$ cat config.mk
export PLATFORM = sky130hd
export DESIGN_NAME = pff_front_flat
export DESIGN_NICKNAME = d
export VERILOG_FILES = /design/src/pff_pkg.sv /design/src/pff_ifs.sv /design/src/pff_front.sv /design/src/flat_wrapper.sv
export SDC_FILE = /design/constraint.sdc
export NUM_CORES = 1
export LEC_CHECK = 0
export BUFFER_PORTS_ARGS = -buffer_cell sky130_fd_sc_hd__buf_2
export CAP_MARGIN = 30
export CORE_MARGIN = 2
export CORE_UTILIZATION = 33
export CTS_CLUSTER_SIZE = 28
export DETAILED_ROUTE_END_ITERATION = 16
export HOLD_SLACK_MARGIN = 0.08
export PLACE_DENSITY = 0.86
export SLEW_MARGIN = 20
export SYNTH_ARGS = -nofsm -noshare
export SYNTH_HDL_FRONTEND = slang
export SYNTH_SLANG_ARGS = --single-unit
$ cat constraint.sdc
create_clock -name i_clk -period 1.8 [get_ports i_clk]
set_clock_uncertainty 0.15 [all_clocks]
set_input_delay 0 -clock i_clk [delete_from_list [all_inputs] [get_ports i_clk]]
set_output_delay 0 -clock i_clk [all_outputs]
set_load 0.02 [all_outputs]
$ cat src/pff_pkg.sv
// Shared types, widths and codes for the per-feature FIR filter.
// No dependencies; every other file imports this package.
`default_nettype none

package pff_pkg;

    // Sizing of the coefficient and history stores
    localparam int MAX_ORDER    = 8;
    localparam int MAX_FEATURES = 64;

    // Fixed field widths
    localparam int FUNC_W     = 2;
    localparam int FEAT_W     = 6;
    localparam int TAP_W      = 4;
    localparam int DATA_W     = 32;
    localparam int ORDER_W    = 4;
    localparam int COUNT_W    = 7;
    localparam int CFG_IDX_W  = 1;
    localparam int CFG_DATA_W = 7;
    localparam int ACC_W      = 64;
    localparam int PROD_W     = 64;
    localparam int FRAC_BITS  = 16;

    // Derived widths
    localparam int PTR_W   = (MAX_ORDER > 1) ? $clog2(MAX_ORDER) : 1;
    localparam int AV_W    = $clog2(MAX_ORDER + 1);
    localparam int FIDX_W  = (MAX_FEATURES > 1) ? $clog2(MAX_FEATURES) : 1;
    localparam int TAP_AW  = $clog2((MAX_ORDER + 1) * MAX_FEATURES);
    localparam int HIST_AW = (MAX_ORDER * MAX_FEATURES > 1) ?
                             $clog2(MAX_ORDER * MAX_FEATURES) : 1;

    // Command queue between front and back
    localparam int QUEUE_DEPTH = 4;
    localparam int QPTR_W      = $clog2(QUEUE_DEPTH);
    localparam int QCNT_W      = $clog2(QUEUE_DEPTH + 1);

    // Input function codes
    localparam logic [FUNC_W-1:0] FUNC_SAMPLE    = 2'd0;
    localparam logic [FUNC_W-1:0] FUNC_LOAD_TAP  = 2'd1;
    localparam logic [FUNC_W-1:0] FUNC_LOAD_BIAS = 2'd2;

    // Configuration register indexes
    localparam logic [CFG_IDX_W-1:0] CFG_FILTER_ORDER  = 1'd0;
    localparam logic [CFG_IDX_W-1:0] CFG_FEATURE_COUNT = 1'd1;

    typedef enum logic [1:0] {
        OP_SAMPLE,
        OP_LOAD_TAP,
        OP_LOAD_BIAS
    } t_op;

    typedef struct packed {
        t_op                      op;
        logic [FEAT_W-1:0]        feature;
        logic [TAP_W-1:0]         tap;
        logic signed [DATA_W-1:0] data;
        logic                     seg;
        logic                     hist_only;
    } t_cmd;

    typedef enum logic [1:0] {
        ST_IDLE,
        ST_HEAD,
        ST_TAPS,
        ST_DRAIN
    } t_back_state;

endpackage

`default_nettype wire

$ cat src/pff_ifs.sv
// Valid/ready channel interfaces for input and result words.
// Depends on pff_pkg for field widths.
`default_nettype none

interface pff_in_if;
    import pff_pkg::*;

    logic                     valid;
    logic                     ready;
    logic [FUNC_W-1:0]        func;
    logic [FEAT_W-1:0]        feature_index;
    logic [TAP_W-1:0]         tap_index;
    logic signed [DATA_W-1:0] data_value;
    logic                     segment_start;
    logic                     history_only;

    modport source (
        output valid, func, feature_index, tap_index, data_value,
               segment_start, history_only,
        input  ready
    );
    modport sink (
        input  valid, func, feature_index, tap_index, data_value,
               segment_start, history_only,
        output ready
    );
endinterface


`default_nettype wire

$ cat src/pff_front.sv
// Front end: configuration registers, input decode and range checks.
// Depends on pff_pkg and pff_in_if; feeds the command queue.
`default_nettype none

module pff_front (
    input  wire logic                         i_clk,
    input  wire logic                         i_rst_n,
    input  wire logic                         i_cfg_we,
    input  wire logic [pff_pkg::CFG_IDX_W-1:0]  i_cfg_idx,
    input  wire logic [pff_pkg::CFG_DATA_W-1:0] i_cfg_data,
    pff_in_if.sink                            i_in,
    input  wire logic                         i_full,
    output logic                              o_push,
    output pff_pkg::t_cmd                     o_cmd,
    output logic [pff_pkg::AV_W-1:0]          o_order
);
    import pff_pkg::*;

    logic [ORDER_W-1:0] r_filter_order;
    logic [COUNT_W-1:0] r_feature_count;
    logic               feat_ok;
    logic               cnt_ok;
    logic               tap_ok;
    logic               keep;
    t_op                op;

    always_ff @(posedge i_clk) begin
        if (!i_rst_n) begin
            r_filter_order  <= '0;
            r_feature_count <= COUNT_W'(1);
        end else if (i_cfg_we) begin
            unique case (i_cfg_idx)
                CFG_FILTER_ORDER:  r_filter_order  <= i_cfg_data[ORDER_W-1:0];
                CFG_FEATURE_COUNT: r_feature_count <= i_cfg_data[COUNT_W-1:0];
                default: ;
            endcase
        end
    end

    assign o_order = (32'(r_filter_order) > MAX_ORDER) ? AV_W'(MAX_ORDER)
                                                         : AV_W'(r_filter_order);

    assign feat_ok = 32'(i_in.feature_index) < MAX_FEATURES;
    assign cnt_ok  = COUNT_W'(i_in.feature_index) < r_feature_count;
    assign tap_ok  = 32'(i_in.tap_index) <= MAX_ORDER;

    // Words that change nothing are dropped here and never reach the queue
    always_comb begin
        keep = 1'b0;
        op   = OP_SAMPLE;
        unique case (i_in.func)
            FUNC_SAMPLE: begin
                op   = OP_SAMPLE;
                keep = feat_ok && cnt_ok;
            end
            FUNC_LOAD_TAP: begin
                op   = OP_LOAD_TAP;
                keep = feat_ok && tap_ok;
            end
            FUNC_LOAD_BIAS: begin
                op   = OP_LOAD_BIAS;
                keep = feat_ok;
            end
            default: keep = 1'b0;
        endcase
    end

    assign i_in.ready = ~i_full;
    assign o_push     = i_in.valid && !i_full && keep;

    always_comb begin
        o_cmd.op        = op;
        o_cmd.feature   = i_in.feature_index;
        o_cmd.tap       = i_in.tap_index;
        o_cmd.data      = i_in.data_value;
        o_cmd.seg       = i_in.segment_start;
        o_cmd.hist_only = i_in.history_only;
    end

endmodule

`default_nettype wire

$ cat src/flat_wrapper.sv
// flat-port wrapper written by rule: the top's interface ports become plain ports
module pff_front_flat import pff_pkg::*;
  (i_clk, i_rst_n, i_cfg_we, i_cfg_idx, i_cfg_data, i_full, o_push, o_cmd, o_order, i_in_valid, i_in_func, i_in_feature_index, i_in_tap_index, i_in_data_value, i_in_segment_start, i_in_history_only, i_in_ready);
  pff_in_if i_in_i ();
  input  wire logic i_clk;
  input  wire logic i_rst_n;
  input  wire logic i_cfg_we;
  input  wire logic [pff_pkg::CFG_IDX_W-1:0] i_cfg_idx;
  input  wire logic [pff_pkg::CFG_DATA_W-1:0] i_cfg_data;
  input  wire logic i_full;
  output logic o_push;
  output pff_pkg::t_cmd o_cmd;
  output logic [pff_pkg::AV_W-1:0] o_order;
  input wire logic [$bits(i_in_i.valid)-1:0] i_in_valid;
  input wire logic [$bits(i_in_i.func)-1:0] i_in_func;
  input wire logic [$bits(i_in_i.feature_index)-1:0] i_in_feature_index;
  input wire logic [$bits(i_in_i.tap_index)-1:0] i_in_tap_index;
  input wire logic [$bits(i_in_i.data_value)-1:0] i_in_data_value;
  input wire logic [$bits(i_in_i.segment_start)-1:0] i_in_segment_start;
  input wire logic [$bits(i_in_i.history_only)-1:0] i_in_history_only;
  output wire logic [$bits(i_in_i.ready)-1:0] i_in_ready;
  assign i_in_i.valid = i_in_valid;
  assign i_in_i.func = i_in_func;
  assign i_in_i.feature_index = i_in_feature_index;
  assign i_in_i.tap_index = i_in_tap_index;
  assign i_in_i.data_value = i_in_data_value;
  assign i_in_i.segment_start = i_in_segment_start;
  assign i_in_i.history_only = i_in_history_only;
  assign i_in_ready = i_in_i.ready;
  pff_front u_core (.i_clk(i_clk), .i_rst_n(i_rst_n), .i_cfg_we(i_cfg_we), .i_cfg_idx(i_cfg_idx), .i_cfg_data(i_cfg_data), .i_in(i_in_i), .i_full(i_full), .o_push(o_push), .o_cmd(o_cmd), .o_order(o_order));
endmodule
After elaboration in Yosys (flattened, before gate mapping)
Index checks and enable logic that the tools add are counted.
{"block": "totals", "elab_cells": 18, "output_inout_bits": 52, "register_bits": 11, "inputBits": 59}
{"block": "op_classes", "n_mux": 3, "bitwise_logic": 2, "eq_ne": 2, "reduce_logical": 6, "order_cmp": 3}
{"cell": "less-than comparator 6 x 7 -> 1 bit", "count": 1}
{"cell": "> comparator 4 bit, second input constant", "count": 1}
{"cell": "less-or-equal comparator 4 bit, second input constant", "count": 1}
{"cell": "two-way mux 4 bit", "count": 1}
{"cell": "case mux 2 bit (2 select lines)", "count": 1}
{"cell": "AND reduction 2 bit", "count": 2}
{"cell": "case mux 1 bit (3 select lines)", "count": 1}
{"cell": "== test 2 x 1 -> 1 bit, second input constant", "count": 1}
{"cell": "== test 2 bit, second input constant", "count": 1}
{"cell": "logical AND 1 bit", "count": 2}
{"cell": "logical NOT 2 bit", "count": 1}
{"cell": "NOT 1 bit", "count": 2}
{"cell": "logical NOT 1 bit", "count": 1}

Logic depth before layout (Yosys ltp)
{"block": "depth", "ltp_word": 3, "ltp_mapped": 6, "mapped_depth_nobuf": 6}

Worst setup path before layout
No wires, ideal clock.
{"block": "synth_timing", "path_type": "reg2out", "start": "reg u_core.r_feature_count[4]", "end": "out o_push", "required_ns": 1.650, "n_path_buf": 0, "stages_incl_launch_ff": 7, "arrival_time_ns": 1.382, "setup_slack_ns": 0.268, "path_cell_list": "dfxtp_1 > inv_1 > ha_1 > a21o_1 > a21oi_1 > o221ai_1 > a21oi_1"}
{"block": "synth_between", "elab_chain_cells": 3}
{"item": "from (decl)", "line_no": "pff_front.sv:20", "rtl": "logic [COUNT_W-1:0] r_feature_count;"}
{"item": "from (signal assigned)", "line_no": "pff_front.sv:34", "rtl": "CFG_FEATURE_COUNT: r_feature_count <= i_cfg_data[COUNT_W-1:0];"}
{"item": "less-than comparator 6 x 7 -> 1 bit", "line_no": "pff_front.sv:44", "rtl": "assign cnt_ok = COUNT_W'(i_in.feature_index) < r_feature_count;"}
{"item": "case mux 1 bit (3 select lines)", "line_no": "pff_front.sv:51", "rtl": "unique case (i_in.func)"}
{"item": "logical AND 1 bit", "line_no": "pff_front.sv:69", "rtl": "assign o_push = i_in.valid && !i_full && keep;"}
{"item": "to (decl)", "line_no": "flat_wrapper.sv:11", "rtl": "output logic o_push;"}
No other way between the ends.

Worst setup path after layout
Ends and elaborated chain as after synthesis.

==> qor.log <==
INFO  finish         final_area=0.001478mm^2
INFO  synthesis      synthesis.area_per_instance=7.782um^2
INFO  finish         fill_cells=248
INFO  sta            layout_worst_path_cycle_share=0.9637
INFO  grt            vias_in_the_first_global_route=803
INFO  cts            htree_num_levels=1
INFO  routing        vias=901
INFO  synthesis      compound_gate_portion_of_the_synthesized_area=0.1373
INFO  synthesis      post_synth_and_or_nand_nor_area_fraction=0.1699
INFO  synthesis      post_synth_fa_ha_maj_area_fraction=0.06536
INFO  die            start_util=0.3471
INFO  grt            grt_max_degree=12
INFO  worst_setup_path worst_r2r_startpoint=u_core.r_filter_order[2]$_SDFFE_PN0P_
INFO  finish         layout_commonest_cell=sky130_fd_sc_hd__dlygate4sd3_1
INFO  power_and_ir_drop total_power=739.6uW
INFO  finish         syn_to_final_growth=54.38%
INFO  grt            gr-usage-all-layers=0.1294
INFO  power_and_ir_drop p_comb_frac=0.411
INFO  sta            layout_setup_ws=0.06542ns
INFO  finish         finish.net_count=239
INFO  sta            report.final.slew_viol_count=0
INFO  routing        detail_route.wl_per_cell=11.26um
INFO  worst_setup_path path_cells=inv_2 > ha_4 > a21o_1 > a21oi_2 > o221ai_2 > a21oi_1 > buf_4
INFO  finish         n_antenna_cell=0
INFO  worst_setup_path critical_path_capture_point_type=output pin
INFO  routing        route.layer.met1.wl=824um
INFO  cts            cts_made_buffers=3
INFO  synthesis      syn-instance-count=123
INFO  cts            clock_tree_from_tritoncts=built
INFO  placed_design  placed_cell_area=852.1um^2
INFO  power_and_ir_drop power.density_cell_area=500.6mW/mm^2
INFO  sta            worst_slew_pin_slew=0.2289ns
INFO  cts            clock-sinks=11
INFO  finish         layout_common_cells=sky130_fd_sc_hd__dlygate4sd3_1 (52), sky130_fd_sc_hd__buf_2 (41), sky130_fd_sc_hd__nand2_1 (17)
INFO  worst_setup_path worstSetupPathType=reg -> out
INFO  worst_setup_path reg2reg_to=u_core.r_filter_order[2]$_SDFFE_PN0P_
INFO  synthesis      yosysWarnings=0
INFO  die            die_area=0.003347mm^2
INFO  synthesis      synth_top_family_by_area=buffers and inverters
INFO  sta            timing.final.setup_violations=0
INFO  placed_design  dpl_worst_slack=0.2791ns
INFO  sta            timing.final.crit_period=1.735ns
INFO  synthesis      synth_mux_area_frac=0
INFO  die            core_area=0.002758mm^2
INFO  finish         drive_gt1_frac=0.3448
INFO  synthesis      yosysUniqueCellTypes=21
INFO  routing        firstDrtPassIters=4
INFO  worst_setup_path worst-r2r-setup-slack=0.48ns
INFO  grt            grt_antenna_before_repair=0
INFO  cts            clkSlewWorstSetupHoldPaths=0.07ns
INFO  worst_setup_path worst_setup_sp_type=register
INFO  routing        drt_first_iter_violations=10
INFO  synthesis      mappedNetlistArea=957.2um^2
INFO  synthesis      mappedNetlistNets=187
INFO  power_and_ir_drop vdd.ir_drop.worst=0.3067mV
INFO  run_status     outcome=finished clean
INFO  grt            global_route_wire_length_before_repair=3291um
INFO  sta            sum_neg_setup_slack=0ns
INFO  die            die_x=57.86um
INFO  routing        post_drt_via_cell_ratio=4.395
INFO  sta            timing.final.hold_violations=0
INFO  synthesis      synth-seq-area-share=0.2301
INFO  power_and_ir_drop netSwitchingPower=251.6uW
INFO  sta            grt_setup_unrepaired=true
INFO  grt            grt_overflow=0
INFO  worst_setup_path setup.worst_path.start=u_core.r_feature_count[4]$_SDFFE_PN0P_
INFO  worst_setup_path worst-endpoint-required=1.65ns
INFO  routing        detail_route.drc_violations=0
INFO  finish         area_occupied_by_multi_input_gates=420.4um^2
INFO  cts            clockBufferDepth=2
INFO  routing        routed-wl-met2=1250um
INFO  sta            timing.slew.headroom=0.8469
INFO  die            floorplan.io_pins=111
INFO  worst_setup_path setup.worst_path.end=o_push
INFO  finish         finish.utilization=0.5358
INFO  worst_setup_path critical_path_arrival=1.58ns
INFO  worst_setup_path critical_path.max_fanout=2
INFO  routing        drtAntennaViolNets=0
INFO  synthesis      xor_xnor_share_of_the_synthesized_area=0
INFO  placed_design  finalWeightedCongestion=0.6894
INFO  sta            max_clock_freq=576.5MHz
INFO  routing        detail_route.wirelength=2308um
INFO  hold_path      hold_class=in -> out
INFO  routing        met3RoutedLength=181um
INFO  flow_run       drv_cap=0
INFO  power_and_ir_drop intPower=488.0uW
INFO  worst_setup_path reg2regPathDepth=3
INFO  worst_setup_path critical-path-max-stage-delay=0.33ns
INFO  cts            clock_tree.root_cell=sky130_fd_sc_hd__clkbuf_4
INFO  power_and_ir_drop leakagePower=0.0006548uW
INFO  placed_design  placement.io_buffers=42
INFO  die            std_cell_rows=19
INFO  power_and_ir_drop clockPowerShare=0.233
INFO  die            die_y=57.86um
INFO  finish         register_area=225.2um^2
INFO  power_and_ir_drop power.switching_fraction=0.3402
INFO  power_and_ir_drop pwr-share-seq=0.356
INFO  routing        dr.max_layer_used=met4
INFO  placed_design  dp.final_hpwl=1338um
INFO  worst_setup_path critical-path-slowest-cell=sky130_fd_sc_hd__dfxtp_2
INFO  cts            clock_latency=0.27ns
INFO  synthesis      ys_ff_latch=11
synthesized netlist by cell type:
cell / n / area share
sky130_fd_sc_hd__buf_4: 44 / 0.35
sky130_fd_sc_hd__nand2_1: 17 / 0.067
sky130_fd_sc_hd__dfxtp_1: 11 / 0.23
sky130_fd_sc_hd__a21boi_0: 10 / 0.078
sky130_fd_sc_hd__nand3_1: 8 / 0.042
sky130_fd_sc_hd__inv_1: 7 / 0.027
sky130_fd_sc_hd__ha_1: 5 / 0.065
sky130_fd_sc_hd__nor2b_1: 4 / 0.026
sky130_fd_sc_hd__a21oi_1: 3 / 0.016
sky130_fd_sc_hd__clkbuf_1: 2 / 0.0078
sky130_fd_sc_hd__nand2b_1: 2 / 0.013
sky130_fd_sc_hd__a211oi_2: 1 / 0.013
sky130_fd_sc_hd__a21o_1: 1 / 0.0078
sky130_fd_sc_hd__and2b_1: 1 / 0.0078
sky130_fd_sc_hd__and4b_1: 1 / 0.010
sky130_fd_sc_hd__buf_2: 1 / 0.0052
sky130_fd_sc_hd__buf_6: 1 / 0.012
sky130_fd_sc_hd__nor2_1: 1 / 0.0039
sky130_fd_sc_hd__o21ai_1: 1 / 0.0052
sky130_fd_sc_hd__o221ai_1: 1 / 0.0092
sky130_fd_sc_hd__o31ai_1: 1 / 0.0078
worst min path at each step:
stage	from	end	slack, ns	cells after the start
2_1_floorplan	i_full	i_in_ready	-0.07	1
3_3_place_gp	i_in_data_value[9]	o_cmd[11]	-0.15	0
3_5_place_dp	i_in_data_value[9]	o_cmd[11]	-0.15	0
4_1_cts	i_in_tap_index[1]	o_cmd[35]	0.08	2
5_1_grt	i_in_tap_index[2]	o_cmd[36]	0.1	2
6_report	i_in_tap_index[1]	o_cmd[35]	0.08	2
logic make-up after synthesis:
family                   Yosys count
AO/OA/AOI/OAI                     18
adder cells (fa/ha/maj)            5
buffers and inverters             55
AND/OR/NAND/NOR                   34
flip-flops                        11
cell type report:
cell class	instances	area share
Timing Repair Buffer	95	0.5013
Multi-Input combinational cell	57	0.2845
Sequential cell	11	0.1524
Tap cell	31	0.02625
Clock buffer	4	0.01778
Inverter	7	0.01778
critical path: cells and delay by family, from the launching register on:
| kind | cells | cell delay, ns |
|---|---|---|
| buffers and inverters | 2 | 0.20 |
| adder cells (fa/ha/maj) | 1 | 0.20 |
| AO/OA/AOI/OAI | 4 | 0.57 |
| flip-flops | 1 | 0.33 |
state kept, by name, indices dropped and copies added (netlist names):
name	flops
u_core.r_feature_count	7
u_core.r_filter_order	4
per-stage QoR:
step	cells	hold WS (ns)
after global routing	205	0.09668
after CTS	204	0.08472
after global placement	148	-0.1499
final	205	0.08305
after detailed placement	148	-0.1499
after floorplan	123	-0.06589
power groups by stage:
| stage | Clock (uW) | Combinational (uW) | Sequential [uW] |
|---|---|---|---|
| after global placement | 0 | 139 | 266 |
| after detailed placement | 0 | 142 | 267 |
| after floorplan | 0 | 212 | 265 |
| after CTS | 173 | 284 | 262 |
| after global routing | 185 | 330 | 264 |
| final | 172 | 304 | 263 |
layer usage:
layer | vias to the layer above | track usage
met5 | - | 0
met4 | 0 | 0.08638
met3 | 5 | 0.02009
met2 | 51 | 0.2354
met1 | 392 | 0.1360
li1 | 453 | -
what timing repair did:
item | CTS | global route
pin swaps | 1 | 7
setup endpoints to repair | 1 | 1
setup buffers | 0 | 1
hold buffers | 52 | 0
endpoints found under the hold margin | 45 | 0
resized for setup | 1 | 13
No activity file was read; power rests on OpenSTA's default activity.
