## config.mk

```make
export PLATFORM = sky130hd
export DESIGN_NAME = pff_queue
export DESIGN_NICKNAME = d
export VERILOG_FILES = /design/src/pff_pkg.sv /design/src/pff_queue.sv
export SDC_FILE = /design/constraint.sdc
export NUM_CORES = 1
export LEC_CHECK = 0
export BUFFER_PORTS_ARGS = -buffer_cell sky130_fd_sc_hd__buf_2
export CAP_MARGIN = 15
export CORE_ASPECT_RATIO = 0.5
export CORE_MARGIN = 8
export CORE_UTILIZATION = 45
export CTS_CLUSTER_DIAMETER = 80
export DETAILED_ROUTE_END_ITERATION = 6
export PLACE_DENSITY = 0.63
export SLEW_MARGIN = 20
export SYNTH_ARGS = -nofsm -noshare
export SYNTH_HDL_FRONTEND = slang
export SYNTH_SLANG_ARGS = --single-unit
```

## constraint.sdc

```tcl
create_clock -name i_clk -period 2.1 [get_ports i_clk]
set_input_delay 0.315 -clock i_clk [delete_from_list [all_inputs] [get_ports i_clk]]
set_output_delay 0.315 -clock i_clk [all_outputs]
set_load 0.01 [all_outputs]
```

## src/pff_pkg.sv

```systemverilog
// Shared types, widths and codes for the per-feature FIR filter.
// No dependencies; every other file imports this package.
`default_nettype none

package pff_pkg;

    // Sizing of the coefficient and history stores
    localparam int MAX_ORDER    = 8;
    localparam int MAX_FEATURES = 64;

    // Fixed field widths
    localparam int FUNC_W     = 2;
    localparam int FEAT_W     = 6;
    localparam int TAP_W      = 4;
    localparam int DATA_W     = 32;
    localparam int ORDER_W    = 4;
    localparam int COUNT_W    = 7;
    localparam int CFG_IDX_W  = 1;
    localparam int CFG_DATA_W = 7;
    localparam int ACC_W      = 64;
    localparam int PROD_W     = 64;
    localparam int FRAC_BITS  = 16;

    // Derived widths
    localparam int PTR_W   = (MAX_ORDER > 1) ? $clog2(MAX_ORDER) : 1;
    localparam int AV_W    = $clog2(MAX_ORDER + 1);
    localparam int FIDX_W  = (MAX_FEATURES > 1) ? $clog2(MAX_FEATURES) : 1;
    localparam int TAP_AW  = $clog2((MAX_ORDER + 1) * MAX_FEATURES);
    localparam int HIST_AW = (MAX_ORDER * MAX_FEATURES > 1) ?
                             $clog2(MAX_ORDER * MAX_FEATURES) : 1;

    // Command queue between front and back
    localparam int QUEUE_DEPTH = 4;
    localparam int QPTR_W      = $clog2(QUEUE_DEPTH);
    localparam int QCNT_W      = $clog2(QUEUE_DEPTH + 1);

    // Input function codes
    localparam logic [FUNC_W-1:0] FUNC_SAMPLE    = 2'd0;
    localparam logic [FUNC_W-1:0] FUNC_LOAD_TAP  = 2'd1;
    localparam logic [FUNC_W-1:0] FUNC_LOAD_BIAS = 2'd2;

    // Configuration register indexes
    localparam logic [CFG_IDX_W-1:0] CFG_FILTER_ORDER  = 1'd0;
    localparam logic [CFG_IDX_W-1:0] CFG_FEATURE_COUNT = 1'd1;

    typedef enum logic [1:0] {
        OP_SAMPLE,
        OP_LOAD_TAP,
        OP_LOAD_BIAS
    } t_op;

    typedef struct packed {
        t_op                      op;
        logic [FEAT_W-1:0]        feature;
        logic [TAP_W-1:0]         tap;
        logic signed [DATA_W-1:0] data;
        logic                     seg;
        logic                     hist_only;
    } t_cmd;

    typedef enum logic [1:0] {
        ST_IDLE,
        ST_HEAD,
        ST_TAPS,
        ST_DRAIN
    } t_back_state;

endpackage

`default_nettype wire

```

## src/pff_queue.sv

```systemverilog
// Short command FIFO that decouples decode from the MAC back end.
// Depends on pff_pkg for the command type and depth.
`default_nettype none

module pff_queue (
    input  wire logic           i_clk,
    input  wire logic           i_rst_n,
    input  wire logic           i_push,
    input  wire pff_pkg::t_cmd  i_cmd,
    input  wire logic           i_pop,
    output logic                o_full,
    output logic                o_valid,
    output pff_pkg::t_cmd       o_cmd
);
    import pff_pkg::*;

    t_cmd              r_mem [QUEUE_DEPTH];
    logic [QPTR_W-1:0] r_wr_ptr;
    logic [QPTR_W-1:0] r_rd_ptr;
    logic [QCNT_W-1:0] r_count;
    logic              do_push;
    logic              do_pop;

    assign o_full  = r_count == QCNT_W'(QUEUE_DEPTH);
    assign o_valid = r_count != '0;
    assign o_cmd   = r_mem[r_rd_ptr];
    assign do_push = i_push && !o_full;
    assign do_pop  = i_pop && o_valid;

    always_ff @(posedge i_clk) begin
        if (do_push) begin
            r_mem[r_wr_ptr] <= i_cmd;
        end
    end

    always_ff @(posedge i_clk) begin
        if (!i_rst_n) begin
            r_wr_ptr <= '0;
            r_rd_ptr <= '0;
            r_count  <= '0;
        end else begin
            if (do_push) begin
                r_wr_ptr <= (r_wr_ptr == QPTR_W'(QUEUE_DEPTH - 1)) ? '0 : r_wr_ptr + 1'b1;
            end
            if (do_pop) begin
                r_rd_ptr <= (r_rd_ptr == QPTR_W'(QUEUE_DEPTH - 1)) ? '0 : r_rd_ptr + 1'b1;
            end
            if (do_push && !do_pop) begin
                r_count <= r_count + 1'b1;
            end else if (do_pop && !do_push) begin
                r_count <= r_count - 1'b1;
            end
        end
    end

endmodule

`default_nettype wire

```

; ---- Yosys cells after proc, flatten, opt, wreduce, memory -nomap -nowiden
; Memory sizes are Yosys's and may differ from the RTL's. A register that Yosys moved wholly into a read port is not among the register bits.
; Cells that the tools add are included.
[totals]
output_inout_bits = 48
ff_bits = 7
mem_count = 1
ramBits = 184
input_bits = 50
wordCells = 28
[memory_table]
columns = memory, words, word_bits, rd, rd_clocked_by_memory_dff, wr, line_no
row1 = r_mem, 4, 46, 1, 1, 1, pff_queue.sv:17  ; t_cmd r_mem [QUEUE_DEPTH];
[op_classes]
n_reduce_logical = 9
mux = 8
eq_ne = 3
addsub = 4
[op_table]
columns = operator, n
row1 = 2-to-1 mux 2 bit, 4
row2 = 2-to-1 mux 3 bit, 2
row3 = adder 2 x 1 -> 2 bit (second input constant), 2
row4 = == test 2 bit (second input constant), 2
row5 = logical AND 1 bit, 4
row6 = adder 3 x 1 -> 3 bit (second input constant), 1
row7 = == test 3 bit (second input constant), 1
row8 = logical NOT 1 bit, 3
row9 = nonzero test 3 bit, 1
row10 = subtractor 3 x 1 -> 3 bit (second input constant), 1
row11 = 2-to-1 mux 1 bit, 2
row12 = nonzero test 2 bit, 1

; ---- Logic depth before layout (Yosys ltp)
; Gate-level depths: netlist of run 1.
[logic_depth]
word_depth = 7
depth_mapped = 9
ltp_nobuf = 8

; ---- Least setup slack after synthesis of run 1
; Ideal clock, no wire load.
[synth_path]
path_type = register to register
from = register r_count[0]
to = memory r_mem[0][0] (netlist name) (enable)
setup_time_ps = 408
t_required_ps = 1692
stages_incl_launch_ff = 5
arrival_time_ps = 1898
setup_slack_ps = -206
cell_sequence = dfxtp_1 nor3b_2 nor2b_1 buf_2 and2_1
[synth_via]
elab_chain_cells = 5
[synth_rtl]
columns = element, line_no
row1 = "start, declared", pff_queue.sv:20  ; logic [QCNT_W-1:0] r_count;
row2 = "start signal, assigned", pff_queue.sv:49  ; r_count <= r_count + 1'b1;
row3 = "start signal, assigned", pff_queue.sv:51  ; r_count <= r_count - 1'b1;
row4 = == test 3 bit, pff_queue.sv:24  ; assign o_full = r_count == QCNT_W'(QUEUE_DEPTH);
row5 = via o_full, pff_queue.sv:11  ; output logic o_full,
row6 = logical NOT 1 bit, pff_queue.sv:27  ; assign do_push = i_push && !o_full;
row7 = logical AND 1 bit, pff_queue.sv:27
row8 = via do_push, pff_queue.sv:21  ; logic do_push;
row9 = 2-to-1 mux 1 bit, pff_queue.sv:31  ; if (do_push) begin
row10 = 2-to-1 mux 1 bit (implied by the code), pff_queue.sv:32  ; r_mem[r_wr_ptr] <= i_cmd;
row11 = "end, declared", pff_queue.sv:17
; The timed path passes the listed nets, and every way through them passes these cells.

==> impl_results.md, run 1 <==
* Status: complete, no violations
* Leakage at 3.041 nW
* Tcrit/Tclk final at 0.9980
* Syn_nets at 348
* Yosys top cell by area: edfxtp_1
* CTS tree: built
* Kind of critical path: flip-flop to output pin
* Hold Crit Class: input pin to flip-flop
* Die Wd at 194.7 µm
* Post-DR vias/cell at 5.222
* Die H at 105.3 µm
* Slew Limit Fails at 0
* WL/cell at 22.00 µm
* Vias in the first global route at 3,687
* Prevailing post-synth register cell: edfxtp_1
* Drt total wl at 13.95 mm
* Share of the yosys chip area belonging to registers at 0.7944
* Antenna violations before repair at 1
* CP max FO at 6
* Post-synthesis cell area at 7182 µm²
* Avg Synthesized Cell Area at 24.68 µm²
* Minimum clock period at 2096 ps
* PortBufs at 97
* Logic gate share of total power at 0.268
* Hold_ws at 116.5 ps
* First-pass GRT wire length at 20.84 mm
* Fillers at 1,132
* Starting Density at 0.4635
* Die area at 20,500 µm²
* Setup TNS at 0 ps
* Commonest non-fill, non-tap cell in the layout: edfxtp_1
* Power per cell area at 1246 nW/µm²
* Root Driver: clkbuf_16
* Layout area overhead at 24.04%
* Final Hold Fails at 0
* Diodes inserted at 0
* Critical Path Sink Type: output pin
* DP Wirelength at 8.338 mm
* Starting DRT DRC Count at 173
* Clock Tree Buf Depth at 2
* Unrepaired setup endpoints after global routing: yes
* Switch Pwr at 2.875 mW
* Syn Inst Count at 291
* VDD IR-drop max at 640.3 µV
* Flops & latches, synth at 193
* Util after Layout at 0.5749
* Num CTS Buffers at 17
* Clk_skew at 8.035 ps
* Share of the synthesized area in the top cell type at 0.7693
* Core ar. at 15,490 µm²
* Asr flop ratio synth at 0
* CTS HTree Levels at 4
* Multi-input gate area in the final layout at 1341 µm²
* Sequential fraction of design power at 0.437
* Netlist cell types at 25
* Most frequent cells in the layout: edfxtp_1 (184), buf_2 (73), mux4_2 (46)
* Via count at 3,311
* Num ports at 98
* Worst Path Arrival at 1780 ps
* Sw frac at 0.2589
* Grt ovf at 0
* Post-CTS Hold Fix Bufs at 0
* Cells on Worst Hold Path at 1
* CTS sink cnt at 193
* DRT Pass-1 Iters at 5
* FMAX at 477.1 MHz
* EDFF count, synth at 184
* Ratio of cells with drive above 1 in the final layout at 0.4837
* Clock power frac at 0.295
* Antenna-violating nets left at 0
* CP Launch Type: flip-flop
* Overall routing resource usage at 0.1334
* Largest net degree at the start of global routing at 47
* Site row count at 32
* Worst Path Required at 1780 ps
* Clk_lat worst skew at 420 ps
* FF/Latch Area at 5714 µm²
* Measured slew at the worst slew-check pin at 399.2 ps
* YS warnings at 0
* Reg2Reg Depth at 8
* Max Cap Viol at 0
* Synth area leaders: edfxtp_1 (77%), mux4_2 (13%), dfxtp_1 (2.5%)
* Worst-path clk slew at 70 ps
* RD Place Congestion at 0.6746
* NumNets Final at 474
* Relative slew slack at 0.7339
* Int Power at 8.227 mW
* Endpoints failing setup at 0
* DRC viols at 0
critical path, stage by stage, from the launching register on:
cell	delay, ps
dfxtp_4	370
buf_12	140
clkbuf_16	180
mux4_2	510
buf_6	140
final timing paths:
| kind | start | end | slack (ps) |
|---|---|---|---|
| min | i_cmd[22] | r_mem[3][22] | 120 |
| max | flip-flop | o_cmd[0] | 4 |
| min reg2reg | r_wr_ptr[1] | r_wr_ptr[1] | 510 |
| max reg2reg | r_count[2] | r_count[2] | 100 |
power by group through the flow:
stage	clock (mW)	sequential, mW	combinational (mW)
3_3_place_gp	0	4.88	2.32
2_1_floorplan	0	4.86	1.61
3_5_place_dp	0	4.92	2.40
5_1_grt	3.50	4.88	3.20
4_1_cts	3.34	4.85	2.46
6_report	3.27	4.85	2.98
routing by layer:
layer,routed length (µm),vias to the layer above,global-route usage
li1,-,1474,-
met1,5915,1757,0.1553
met2,7369,65,0.2380
met3,523,13,0.04189
met4,132,2,0.03686
met5,10,-,0
area by class of cell:
class	instances	area share
inverters	3	0.001264
multi-input cells	83	0.1506
clock buffers	18	0.04817
flip-flops and latches	193	0.6414
clock inverters	14	0.02022
well taps	204	0.02865
repair buffers	119	0.1097
flip-flops by register name (all words and copies together), names as in the netlist, named ones only:
signal,count
r_wr_ptr,2
r_count,3
r_mem,184
r_rd_ptr,2
timing repair:
item | CTS | global route
setup buffers | 2 | 3
gates resized for setup | 10 | 30
pin swaps | 0 | 2
cloned | 0 | 6
setup endpoints to repair | 5 | 34
cells by family (layout without fill, tap and decap cells):
kind of cell,Yosys count,after routing,share of synthesized area
AO/OA/AOI/OAI,5,5,0.004181
buffers and inverters,15,154,0.01899
multiplexers,49,49,0.1516
adder cells (fa/ha/maj),7,7,0.01324
XOR/XNOR,2,2,0.002439
flip-flops,193,193,0.7944
AND/OR/NAND/NOR,20,20,0.01516
synth_stat cells, types with 2 or more instances:
master,n
nor2b_1,2
mux4_1,6
mux2i_1,3
o21ai_0,3
dfxtp_1,9
buf_12,4
or3_1,2
buf_2,5
edfxtp_1,184
inv_1,3
and2_1,5
nand3_1,2
nor2_1,2
nand2_1,6
mux4_2,40
ha_1,6
per-stage QoR:
step           cell area [µm²]  std cells  setup slack (ps)  power (mW)
2_1_floorplan             7192        291             57.80       6.466
3_3_place_gp              7970        591             146.0       7.197
3_5_place_dp              7970        591            -57.57       7.326
4_1_cts                   8612        625            -1.889       10.66
5_1_grt                   8909        634            -50.77       11.59
6_report                  8909        634             4.158       11.10
Note: power is estimated with default switching activity, not from simulation.
==> inputs of run 2 (changes only) <==
--- a/config.mk
+++ b/config.mk
@@ -8,12 +8,10 @@
 export BUFFER_PORTS_ARGS = -buffer_cell sky130_fd_sc_hd__buf_2
 export CAP_MARGIN = 15
 export CORE_ASPECT_RATIO = 0.5
-export CORE_MARGIN = 8
 export CORE_UTILIZATION = 45
 export CTS_CLUSTER_DIAMETER = 80
 export DETAILED_ROUTE_END_ITERATION = 6
 export PLACE_DENSITY = 0.63
-export SLEW_MARGIN = 20
 export SYNTH_ARGS = -nofsm -noshare
 export SYNTH_HDL_FRONTEND = slang
 export SYNTH_SLANG_ARGS = --single-unit
==> run 2 against run 1 <==
  * Cell area fell by 0.72%
  * Sequential cell count did not move
  * Via count is 3.3% lower
  * Count of clock-buffer cells in the layout down 1
  * Fmax up 0.95%
  * Critical endpoint is now o_cmd[40]
  * Critical path depth is 1 lower
  * Non-clock buffer count shrank 7
  * Wire length fell by 11%
  * Clock skew rose by 1.9 ps
==> impl_results.md, run 2 (synthesis gave the netlist of run 1 again) <==
* Status: complete, no violations
* Unrepaired setup endpoints after global routing: yes
* Site row count at 32 (unchanged)
* Most frequent cells in the layout: edfxtp_1 (184), buf_2 (66), mux4_2 (46)
* R2r setup slk at 90 ps (about the same)
* Root Driver: clkbuf_16
* Routed length on met2 at 6.476 mm (-12%)
* Starting Density at 0.4635 (unchanged)
* DP Wirelength at 7.611 mm (-8.7%)
* WL/cell at 19.88 µm (-9.7%)
* Measured slew at the worst slew-check pin at 325.6 ps (-73.55 ps)
* Reg2Reg Depth at 8 (unchanged)
* Layout area overhead at 23.15%
* Die Wd at 180.7 µm (-7.2%)
* Tcrit/Tclk final at 0.9887 (-0.009347)
* DRC viols at 0 (unchanged)
* Clk_skew at 9.953 ps (+1.918 ps)
* Ratio of cells with drive above 1 in the final layout at 0.4799 (-0.003815)
* Grt ovf at 0 (unchanged)
* Relative slew slack at 0.7829 (+0.04903)
* R2r endpoint: r_count[2]
* Antenna violations before repair at 1 (unchanged)
* Post-CTS Setup Bufs at 0 (-2)
* Post-CTS Hold Fix Bufs at 0 (unchanged)
* Overall routing resource usage at 0.1584 (+0.02503)
* VDD IR-drop max at 688.8 µV (+7.6%)
* Post-DR vias/cell at 5.099 (-2.4%)
* Metal3 WL at 554 µm (+5.9%)
* PortBufs at 97 (unchanged)
* Drt total wl at 12.48 mm (-11%)
* Post-Place Cell Area at 7998 µm² (+0.35%)
* Final Hold Fails at 0 (unchanged)
* Largest regs: r_mem: 184 flops, r_count: 3 flops
* Metal1 wirelength at 5.368 mm (-9.2%)
* Origin of the critical flop-to-flop path: r_count[2]
* Fillers at 1,121 (-0.97%)
* Hold Path End: r_mem[1][29]
* RD Place Congestion at 0.7100 (+5.2%)
* Num ports at 98 (unchanged)
* Power per cell area at 1229 nW/µm² (-1.4%)
* Vias in the first global route at 3,587 (-2.7%)
* Hold Crit Class: input pin to flip-flop
* Critical Path Sink Type: output pin
* Endpoints failing setup at 0 (unchanged)
* CP Launch Type: flip-flop
* Slew Limit Fails at 0 (unchanged)
* Die H at 91.33 µm (-13%)
* Cells on Worst Hold Path at 1 (unchanged)
* Starting DRT DRC Count at 230 (+33%)
* Largest net degree at the start of global routing at 47 (unchanged)
* Worst Setup Slack, final at 23.79 ps (+19.63 ps)
* Setup TNS at 0 ps (unchanged)
* FF/Latch Area at 5717 µm² (about the same)
* Clock Tree Buf Depth at 2 (unchanged)
* Worst Path Arrival at 1760 ps (-20 ps)
* Commonest non-fill, non-tap cell in the layout: edfxtp_1
* Worst Path Required at 1780 ps (about the same)
* Multi-input gate area in the final layout at 1341 µm² (unchanged)
* Core ar. at 15,490 µm² (unchanged)
* DRT Pass-1 Iters at 4 (-1)
* Worst-path clk slew at 70 ps (about the same)
* First-pass GRT wire length at 19.29 mm (-7.4%)
* Leakage at 3.000 nW (-1.4%)
* Hold_ws at 106.1 ps (-10.47 ps)
* Most flops, register: r_mem
* Max reg flops at 184 (unchanged)
* CTS tree: built
* CTS sink cnt at 193 (unchanged)
* Via count at 3,202 (-3.3%)
* Final Power at 10.87 mW (-2.1%)
* Max Cap Viol at 0 (unchanged)
* Place WS at -9.140 ps (+48.43 ps)
* Num CTS Buffers at 17 (unchanged)
* Finished Cell Area at 8845 µm² (-0.72%)
* Kind of critical path: flip-flop to output pin
* Minimum clock period at 2076 ps (-19.63 ps)
* Antenna-violating nets left at 0 (unchanged)
* NumNets Final at 467 (-1.5%)
* CP max FO at 12 (+6)
* Uppermost layer routed: met4
* CTS HTree Levels at 4 (unchanged)
* FMAX at 481.6 MHz (+0.95%)
* Die area at 16,500 µm² (-20%)
* HP Start: i_cmd[29]
* Clk_lat worst skew at 420 ps (about the same)
[run 2: worst max-delay path, stage by stage, from the launching register on]
cell and delay, ps:
dfxtp_4 440, clkbuf_16 230, mux4_2 530, buf_6 140
[run 2: metrics by stage]
step	utilization	instances
CTS	0.5552	625
finish	0.5708	628
floorplan	-	291
global placement	0.5162	593
global route	0.5707	627
detailed placement	0.5162	593
[run 2: timing repair]
item | CTS | global route
pin swaps | 0 | 1
setup endpoints to repair | 5 | 36
gates resized for setup | 6 | 40
cloned | 0 | 2
[run 2: metal layers]
metal  global-route usage  up-vias
met3              0.04613       12
met4              0.05556        0
met2               0.2651       64
met1               0.1987     1663
met5                    0        -
li1                     -     1463
[run 2: power by group]
| part | leakage, nW | switching [mW] | internal (mW) |
|---|---|---|---|
| Clock | 0.287 | 1.49 | 1.70 |
| Combinational | 0.950 | 1.26 | 1.56 |
| Sequential | 1.76 | 0.168 | 4.70 |
[run 2: worst max path at each step]
stage                    start          to  slack, ps  cells after the start
floorplan           r_count[0]  r_count[2]         60                      9
global placement    r_count[0]  r_count[2]        140                      8
detailed placement  r_count[0]  r_count[2]         -9                      8
CTS                  flip-flop   o_cmd[38]        -20                      3
global route         flip-flop   o_cmd[40]        -40                      3
finish               flip-flop   o_cmd[40]         20                      3
[run 2: area by class of cell]
| type | count | share of cell area |
|---|---|---|
| Clock inverter | 15 | 0.01924 |
| Multi-Input combinational cell | 83 | 0.1516 |
| Sequential cell | 193 | 0.6463 |
| Antenna cell | 1 | 0.0002829 |
| Clock buffer | 17 | 0.04810 |
| Timing Repair Buffer | 112 | 0.1043 |
| Tap cell | 204 | 0.02886 |
| Inverter | 3 | 0.001273 |
